### config.mk
export PLATFORM = sky130hd
export DESIGN_NAME = dcdft_ctrl
export DESIGN_NICKNAME = d
export VERILOG_FILES = /design/src/design/dcdft_pkg.sv /design/src/design/dcdft_ctrl.sv
export SDC_FILE = /design/constraint.sdc
export NUM_CORES = 1
export LEC_CHECK = 0
export BUFFER_PORTS_ARGS = -buffer_cell sky130_fd_sc_hd__clkbuf_2
export CORE_AREA = 2 2 39 41
export DETAILED_ROUTE_END_ITERATION = 6
export DIE_AREA = 0 0 41 43
export SLEW_MARGIN = 20
export SYNTH_ARGS = -nofsm -noshare
export SYNTH_HDL_FRONTEND = slang
export SYNTH_SLANG_ARGS = --single-unit
### constraint.sdc
create_clock -name clk -period 1.4 [get_ports clk]
set_input_delay 0.21 -clock clk [delete_from_list [all_inputs] [get_ports clk]]
set_output_delay 0.21 -clock clk [all_outputs]
set_load 0.05 [all_outputs]
### src/design/dcdft_pkg.sv
`timescale 1ns / 1ps

package dcdft_pkg;

  localparam int OUT_W     = 24;
  localparam int INDEX_W   = 6;
  localparam int FRAC_BITS = 15;

  typedef enum logic [2:0] {
    S_LOAD,
    S_MAC,
    S_DRAIN,
    S_DIV_INIT,
    S_DIV,
    S_EMIT
  } state_t;

  typedef struct packed {
    logic load_write;
    logic bin_start;
    logic mac_issue;
    logic post_start;
    logic div_init;
    logic div_step;
    logic out_load;
    logic inverse;
  } cmd_t;

  typedef struct packed {
    logic load_last;
    logic n_last;
    logic pipe_busy;
    logic k_last;
  } status_t;

endpackage

### src/design/dcdft_ctrl.sv
`timescale 1ns / 1ps

module dcdft_ctrl (
  input  logic                clk,
  input  logic                rst,
  input  logic                in_valid,
  output logic                in_stall,
  output logic                out_valid,
  input  logic                out_stall,
  input  logic                cfg_write,
  input  logic                cfg_data,
  output dcdft_pkg::cmd_t     cmd,
  input  dcdft_pkg::status_t  status
);
  import dcdft_pkg::*;

  state_t state;
  state_t state_next;
  logic   inverse_mode;
  logic   frame_inverse;
  logic   out_valid_next;
  logic   in_accept;
  logic   out_free;

  assign in_accept = in_valid && !in_stall;
  assign out_free  = !out_valid || !out_stall;

  always_ff @(posedge clk) begin
    if (rst) begin
      state         <= S_LOAD;
      inverse_mode  <= 1'b0;
      frame_inverse <= 1'b0;
      out_valid     <= 1'b0;
    end else begin
      state     <= state_next;
      out_valid <= out_valid_next;
      if (cfg_write) begin
        inverse_mode <= cfg_data;
      end
      // The direction only counts as it stands when the last sample of a frame arrives.
      if (in_accept && status.load_last) begin
        frame_inverse <= inverse_mode;
      end
    end
  end

  always_comb begin
    cmd            = '0;
    cmd.inverse    = frame_inverse;
    state_next     = state;
    in_stall       = 1'b1;
    out_valid_next = out_valid && out_stall;
    unique case (state)
      S_LOAD: begin
        in_stall = 1'b0;
        if (in_valid) begin
          cmd.load_write = 1'b1;
          if (status.load_last) begin
            cmd.bin_start = 1'b1;
            state_next    = S_MAC;
          end
        end
      end
      S_MAC: begin
        cmd.mac_issue = 1'b1;
        if (status.n_last) begin
          state_next = S_DRAIN;
        end
      end
      S_DRAIN: begin
        if (!status.pipe_busy) begin
          cmd.post_start = 1'b1;
          state_next     = frame_inverse ? S_DIV_INIT : S_EMIT;
        end
      end
      S_DIV_INIT: begin
        cmd.div_init = 1'b1;
        state_next   = S_DIV;
      end
      S_DIV: begin
        cmd.div_step = 1'b1;
        state_next   = S_EMIT;
      end
      S_EMIT: begin
        if (out_free) begin
          cmd.out_load   = 1'b1;
          out_valid_next = 1'b1;
          if (status.k_last) begin
            state_next = S_LOAD;
          end else begin
            cmd.bin_start = 1'b1;
            state_next    = S_MAC;
          end
        end
      end
      default: begin
        state_next = S_LOAD;
      end
    endcase
  end

  a_load_pipe_empty: assert property (@(posedge clk) disable iff (rst)
    (state == S_LOAD) |-> !status.pipe_busy)
    else $error("multiply pipeline still busy while loading samples");

  a_div_only_inverse: assert property (@(posedge clk) disable iff (rst)
    (state == S_DIV) || (state == S_DIV_INIT) |-> frame_inverse)
    else $error("divider running on a forward frame");

  a_valid_from_load: assert property (@(posedge clk) disable iff (rst)
    $rose(out_valid) |-> $past(cmd.out_load))
    else $error("result raised without a load of the output register");

  a_frame_end_loads: assert property (@(posedge clk) disable iff (rst)
    cmd.out_load && status.k_last |=> !in_stall)
    else $error("block not ready for samples after the last bin");

endmodule

# Word-level counts from Yosys, hierarchy flattened
# Cells that the tools add are included.
[totals] output_inout_bits=10 regBits=6 input_bits=10 elab_cells=46
[op_classes] muxes=24 n_reduce_logical=8 n_eq_ne=10
[ops] operator="two-way mux 3 bit" n=6
[ops] operator="case mux 3 bit (6 select lines)" n=1
[ops] operator="two-way mux 1 bit" n=15
[ops] operator="!= test 2 bit (second input constant)" n=5
[ops] operator="equality test 3 x 2 -> 1 bit (second input constant)" n=2
[ops] operator="equality test 3 bit (second input constant)" n=2
[ops] operator="AND reduction 5 bit" n=1
[ops] operator="equality test 3 x 1 -> 1 bit (second input constant)" n=1
[ops] operator="logical AND 1 bit" n=3
[ops] operator="logical NOT 3 bit" n=1
[ops] operator="logical NOT 1 bit" n=2
[ops] operator="two-way mux 2 bit" n=1
[ops] operator="case mux 1 bit (2 select lines)" n=1
[ops] operator="logical OR 1 bit" n=1

# Longest topological paths before layout
# Gate-level depths: netlist of the first run.
[logic_depth] word_depth=4 depth_mapped=5 ltp_nobuf=4

# Least setup slack after synthesis of the first run
# OpenSTA, ideal clock, no wires.
[synth_path] path_type="register to output" startpoint="register state[1]" endpoint="output cmd[6] (netlist name)" arrival_ns=1.852 path_slack_ns=-0.662 n_path_buf=1 t_required_ns=1.190 stages_incl_launch_ff=5 cell_sequence="dfxtp_1 > clkbuf_1 > nor3_1 > inv_1 > o22ai_1"
[synth_lines] element="start: declaration" line="dcdft_ctrl.sv:17" rtl="state_t state;"
[synth_lines] element="start signal: assignment" line="dcdft_ctrl.sv:35" rtl="state <= state_next;"
[synth_lines] element="end: declaration" line="dcdft_ctrl.sv:12" rtl="output dcdft_pkg::cmd_t cmd,"

==> impl_metrics.yaml, run 1 <==
synthesis:
  async_flop_share: 0
  synth_top_cell_area_share: 0.3357
  synth_most_common_cell: "dfxtp_1"
  synthesis.area_um2: 357.8
  ys_seq_area_frac: 0.3357
  synth_cell_types: 28
  ys_warn_count: 0
  netlist_instances: 46
  ys.flop_type: "dfxtp_1"
  yosys-top-cells-area: "dfxtp_1 34%, a21oi_1 4.2%, buf_4 4.2%, nand2_1 4.2%, nor2_1 4.2%"
  ys_ff_latch: 6
  yosys.area_share.adder: 0
  synth_xor_area_frac: 0
  synth_common_cells: "6 x dfxtp_1, 4 x nand2_1, 4 x nor2_1"
  synth.net_count: 56
  synth_mux_area_frac: 0.05944
  synth_edf_count: 0
  synth.avg_cell_area_um2: 7.779
  synthSimpleGateAreaFrac: 0.2727
  synth_compound_area_frac: 0.2343
  yosysTopAreaCell: "dfxtp_1"
  synth_top_family_by_area: "simple AND/OR/NAND/NOR gates"
route:
  wl_um: 1040
  vias: 422
  wl_per_cell_um: 11.82
  drc: 0
  initialDrtViolationCount: 8
  first_pass_iters: 3
  viasPerCell: 4.795
  ant_nets: 0
die:
  start_util: 0.2586
  core_um2: 1384
  core.rowCount: 14
  ioPinCount: 20
  die_h_um: 43
  die_x_um: 41
  die_area_um2: 1763
final_layout:
  antenna_cells: 0
  final_nets: 84
  finish.utilization: 0.5109
  instances_no_fill: 88
  postLayoutCellArea_um2: 706.9
  syn2layout_area_growth_pct: 97.55
  drive_gt1_frac: 0.6528
clocking:
  hold_buffers: 0
  cts_made_buffers: 3
  htreeDepth: 1
  path_clk_slew_ns: 0.05
  clockBufferDepth: 2
  cts_setup_buffers: 0
  cts_sinks: 6
  clk_latency_ns: 0.25
  root_buffer: "clkbuf_4"
  cts_tree: "built"
worst_setup_path:
  critPathKind: "flop to output port"
  r2r_slack_ns: 0.20
  arrival_ns: 1.25
  reg2reg_from: "state[0]$_SDFFE_PP0P_"
  cp-start-kind: "flop"
  rr_worst_depth: 3
  cp_max_fo: 6
  end_kind: "output port"
  regToRegEndpoint: "state[0]$_SDFFE_PP0P_"
  crit_required_ns: 1.19
sta:
  fin_crit_sh: 1.046
  drv_slew: 0
  max-slew-margin-rel: 0.7176
  setup_viol: 2
  rsz0062_at_grt: "true"
  layout_min_cycle_time_ns: 1.465
  worst_pin_slew_ns: 0.4130
  clock.fmax_ghz: 0.6826
  setup_ws_ns: -0.06495
  hold_violations: 0
  tns_ns: -0.09724
  finClkSkew_ns: 0.003080
  holdWs_ns: 0.2057
worst_hold_path:
  hold_class: "input port to flop"
  whs_path_depth: 3
  min_from: "cfg_data"
  holdPathEnd: "inverse_mode$_SDFFE_PP0P_"
power:
  clockPowerShare: 0.263
  switching_power_mw: 0.2290
  vdd_drop_max_mv: 0.2965
  swShare: 0.3621
  power_mw: 0.6323
  power_density_nw_per_um2: 894.4
  p_seq_frac: 0.309
  p_leak_nw: 0.2993
  internal-power_mw: 0.4033
  p_comb_frac: 0.429
place:
  gp_congestion: 0.7839
  dpl_cell_area_um2: 559.3
  post-place-ws_ns: -0.02834
  dp_cells: 85
  dp_hpwl_um: 789.6
  port_buffers: 19
run_status:
  violations: "negative setup slack"
  status: "finished, violations left"
grt:
  grt_pass1_vias: 414
  antenna_found_initial: 0
  grt-ovfl-total: 0
  grt_max_degree: 7
  grt_pass1_wl_um: 1607
  grt_use_total: 0.1355
run:
  maxCapViolations: 0
-- routing by layer --
layer / share of wire / up-vias / global-route usage
li1: - / 213 / -
met1: 0.44 / 191 / 0.1865
met2: 0.50 / 14 / 0.1844
met3: 0.043 / 4 / 0.03141
met4: 0.018 / 0 / 0.08000
met5: 0 / - / 0
-- cells in the final DEF (no fill, tap or decap), drive strengths merged --
master and n:
buf 16, dfxtp 6, o22ai 1, a211oi 1, a21o 1, a21boi 1
nor3 2, o211ai 1, nor2 4, mux2 1, mux2i 1, inv 3
nor3b 1, a2111oi 1, or3 1, nand2 4, a21oi 3, nor2b 1
o21bai 1, nand3b 1, clkbuf 14, nand4 1, o221a 1, and2 2
o21ai 1, nand3 1, nand2b 1
-- worst max path at each step --
stage	from	endpoint	slack, ns	cells past startpoint
5_1_grt	state[1]$_SDFFE_PP0P_	cmd[6]	-0.10	4
3_3_place_gp	state[2]$_SDFFE_PP0P_	cmd[6]	0.02	4
6_report	state[0]$_SDFFE_PP0P_	cmd[4]	-0.06	3
4_1_cts	state[1]$_SDFFE_PP0P_	cmd[6]	-0.08	4
3_5_place_dp	state[2]$_SDFFE_PP0P_	cmd[6]	-0.03	4
2_1_floorplan	state[1]$_SDFFE_PP0P_	cmd[6]	-0.15	4
-- sequential cells by signal (all words and copies together), names as in the netlist --
name           cells
frame_inverse      1
inverse_mode       1
out_valid          1
state              3
-- final cells by class --
cell class	instances	area [µm²]
inverters	3	11.26
fillers	139	676.9
clock buffers	3	22.52
repair buffers	27	232.7
flip-flops and latches	6	131.4
multi-input cells	33	289.0
well taps	16	20.02
-- cells by family (layout without fill, tap and decap cells) --
family,Yosys count,after routing
flip-flops,6,6
AND/OR/NAND/NOR,19,19
AO/OA/AOI/OAI,12,12
multiplexers,2,2
buffers and inverters,7,33
-- critical path: stages, from the launching register on --
cell     delay, ns
dfxtp_4       0.37
or3_4         0.39
nor2_4        0.11
buf_12        0.14
-- power by group through the flow --
stage	logic (mW)	clock network (mW)	registers (mW)
6_report	0.271	0.166	0.195
5_1_grt	0.289	0.181	0.196
4_1_cts	0.246	0.169	0.196
3_5_place_dp	0.219	0	0.194
3_3_place_gp	0.218	0	0.194
2_1_floorplan	0.152	0	0.190
-- repair_timing --
action                     in CTS  in global routing
cloned                          0                  0
setup endpoints to repair       8                  8
pin swaps                       0                  3
gates resized for setup        21                 18
No activity file was read; power rests on OpenSTA's default activity.
==> run 2: changes to the inputs <==
==> constraint.sdc (replaced) <==
create_clock -name clk -period 1.4 [get_ports clk]
set_input_delay 0.14 -clock clk [delete_from_list [all_inputs] [get_ports clk]]
set_output_delay 0.14 -clock clk [all_outputs]
set_load 0.05 [all_outputs]
==> run 2 against run 1 <==
Net effect: the run now ends clean; sequential share of layout area is 1.6 points higher; clock power is 4% higher; critical path depth stayed put; cell area shrank 11%; cell count decreased by 4.5%; first-iteration DRC count decreased by 100%; maximum frequency rose by 5.0%; register-to-register slack hardly changed; worst setup slack improved by 0.070 ns; largest power group unchanged; highest routed layer unchanged.
==> impl_metrics.yaml, run 2 (synthesis results as in run 1) <==
grt:
  grt_use_total: 0.1295
  grt_pass1_wl_um: 1400
  antenna_found_initial: 0
  use_met3: 0.03141
  grt-ovfl-total: 0
  top_usage_layer: "met2"
  grt_max_degree: 7
  met2_usage: 0.1969
  grtUsageMet1: 0.1254
  grt_pass1_vias: 337
worst_setup_path:
  reg2reg_from: "state[2]$_SDFFE_PP0P_"
  critPathKind: "flop to output port"
  crit_required_ns: 1.26
  cp_slowest_cell: "or3_4"
  path_cells: "or3_4 > nor2_4 > buf_8"
  crit_family: "simple AND/OR/NAND/NOR gates"
  cp-start-kind: "flop"
  crit_end: "cmd[4]"
  arrival_ns: 1.26
  regToRegEndpoint: "state[0]$_SDFFE_PP0P_"
  end_kind: "output port"
  r2r_slack_ns: 0.21
  rr_worst_depth: 3
  cp.depth: 3
  critPathMaxStageDelay_ns: 0.41
  cp_max_fo: 4
  crit_start: "state[2]$_SDFFE_PP0P_"
  worst-path-buf-inv: 1
worst_hold_path:
  whs_path_depth: 3
  hold_class: "input port to flop"
route:
  wl_um: 981
  viasPerCell: 4.857
  wl_per_cell_um: 11.68
  drc: 0
  initialDrtViolationCount: 0
  ant_nets: 0
  vias: 408
  first_pass_iters: 1
final_layout:
  regMostFlops: "state"
  multi_input_area_um2: 274.0
  antenna_cells: 0
  largest_reg_flops: 3
  postLayoutCellArea_um2: 626.9
  drive_gt1_frac: 0.6029
  final_nets: 80
  n_fill_cell: 138
  mostFrequentLayoutCell: "clkbuf_2"
  seq_area_um2: 126.4
  syn2layout_area_growth_pct: 75.17
  finish.utilization: 0.4530
  layout_common_cells: "12 x clkbuf_2, 5 x buf_4, 4 x nand2_1, 4 x clkbuf_4"
sta:
  holdWs_ns: 0.1283
  setup_ws_ns: 0.004883
  layout_min_cycle_time_ns: 1.395
  finClkSkew_ns: 0.003395
  max-slew-margin-rel: 0.7449
  rsz0062_at_grt: "true"
  drv_slew: 0
  hold_violations: 0
  worst_pin_slew_ns: 0.3730
  clock.fmax_ghz: 0.7168
  fin_crit_sh: 0.9965
  setup_viol: 0
place:
  gp_congestion: 0.7249
  post-place-ws_ns: 0.04509
  dp_hpwl_um: 736.8
  dpl_cell_area_um2: 509.2
  port_buffers: 19
power:
  power_density_nw_per_um2: 948.3
  p_leak_nw: 0.2649
  vdd_drop_max_mv: 0.2442
die:
  start_util: 0.2586
  core.rowCount: 14
  die_area_um2: 1763
  die_h_um: 43
  die_x_um: 41
  core_um2: 1384
  ioPinCount: 20
clocking:
  clk_latency_ns: 0.26
  clockBufferDepth: 2
  hold_buffers: 0
  cts_tree: "built"
  cts_sinks: 6
  root_buffer: "clkbuf_4"
  path_clk_slew_ns: 0.05
  cts_setup_buffers: 0
  cts_made_buffers: 3
  htreeDepth: 1
run_status:
  status: "completed"
run:
  maxCapViolations: 0
==> run 2: cell count changes in the layout (fill, tap and decap cells not counted), moves of 2 or more <==
cell and change:
buf_4 -3, buf_8 -2, dfxtp_2 +2, dfxtp_4 -2
nor2_4 -2
==> run 2: layout make-up <==
type | instances | share of cell area
multi-input combinational | 33 | 0.4371
timing repair buffer | 23 | 0.2754
sequential | 6 | 0.2016
clock buffer | 3 | 0.03593
tap | 16 | 0.03194
inverter | 3 | 0.01796
==> run 2: power by group <==
group	total [mW]	switching [mW]	internal [mW]
clock network	0.173	0.0748	0.0978
logic	0.228	0.136	0.0926
registers	0.193	0.0126	0.181
==> run 2: how the worst min path moves through the flow <==
stage | start | end | slack (ns)
after floorplan | rst | frame_inverse$_SDFFE_PP0P_ | 0.21
after global placement | cfg_data | inverse_mode$_SDFFE_PP0P_ | 0.38
after detailed placement | cfg_data | inverse_mode$_SDFFE_PP0P_ | 0.39
after CTS | cfg_data | inverse_mode$_SDFFE_PP0P_ | 0.13
after global routing | rst | state[2]$_SDFFE_PP0P_ | 0.15
final | cfg_data | inverse_mode$_SDFFE_PP0P_ | 0.13
==> run 2: timing repair <==
action	in CTS	in global routing
resized for setup	16	15
pin swaps	0	1
hold endpoints to repair	0	0
setup endpoints to repair	8	7
==> run 2: per-stage QoR <==
step                cells  setup TNS (ns)  power, mW
floorplan              46        -0.07868     0.3397
global placement       81               0     0.3910
detailed placement     81               0     0.3914
CTS                    84        -0.03355     0.5841
global route           84        -0.06633     0.6183
finish                 84               0     0.5945
==> run 2: metal layers <==
metal | vias to the layer above | part of all wire
met5 | - | 0
met4 | 0 | 0.049
met3 | 5 | 0.053
met2 | 14 | 0.50
met1 | 182 | 0.39
li1 | 207 | -
==> run 2: worst reg2reg max path, delay by kind of cell (launching register included) <==
family	cells	cell delay (ns)
compound gates	2	0.35
flops	1	0.34
simple gates	1	0.41
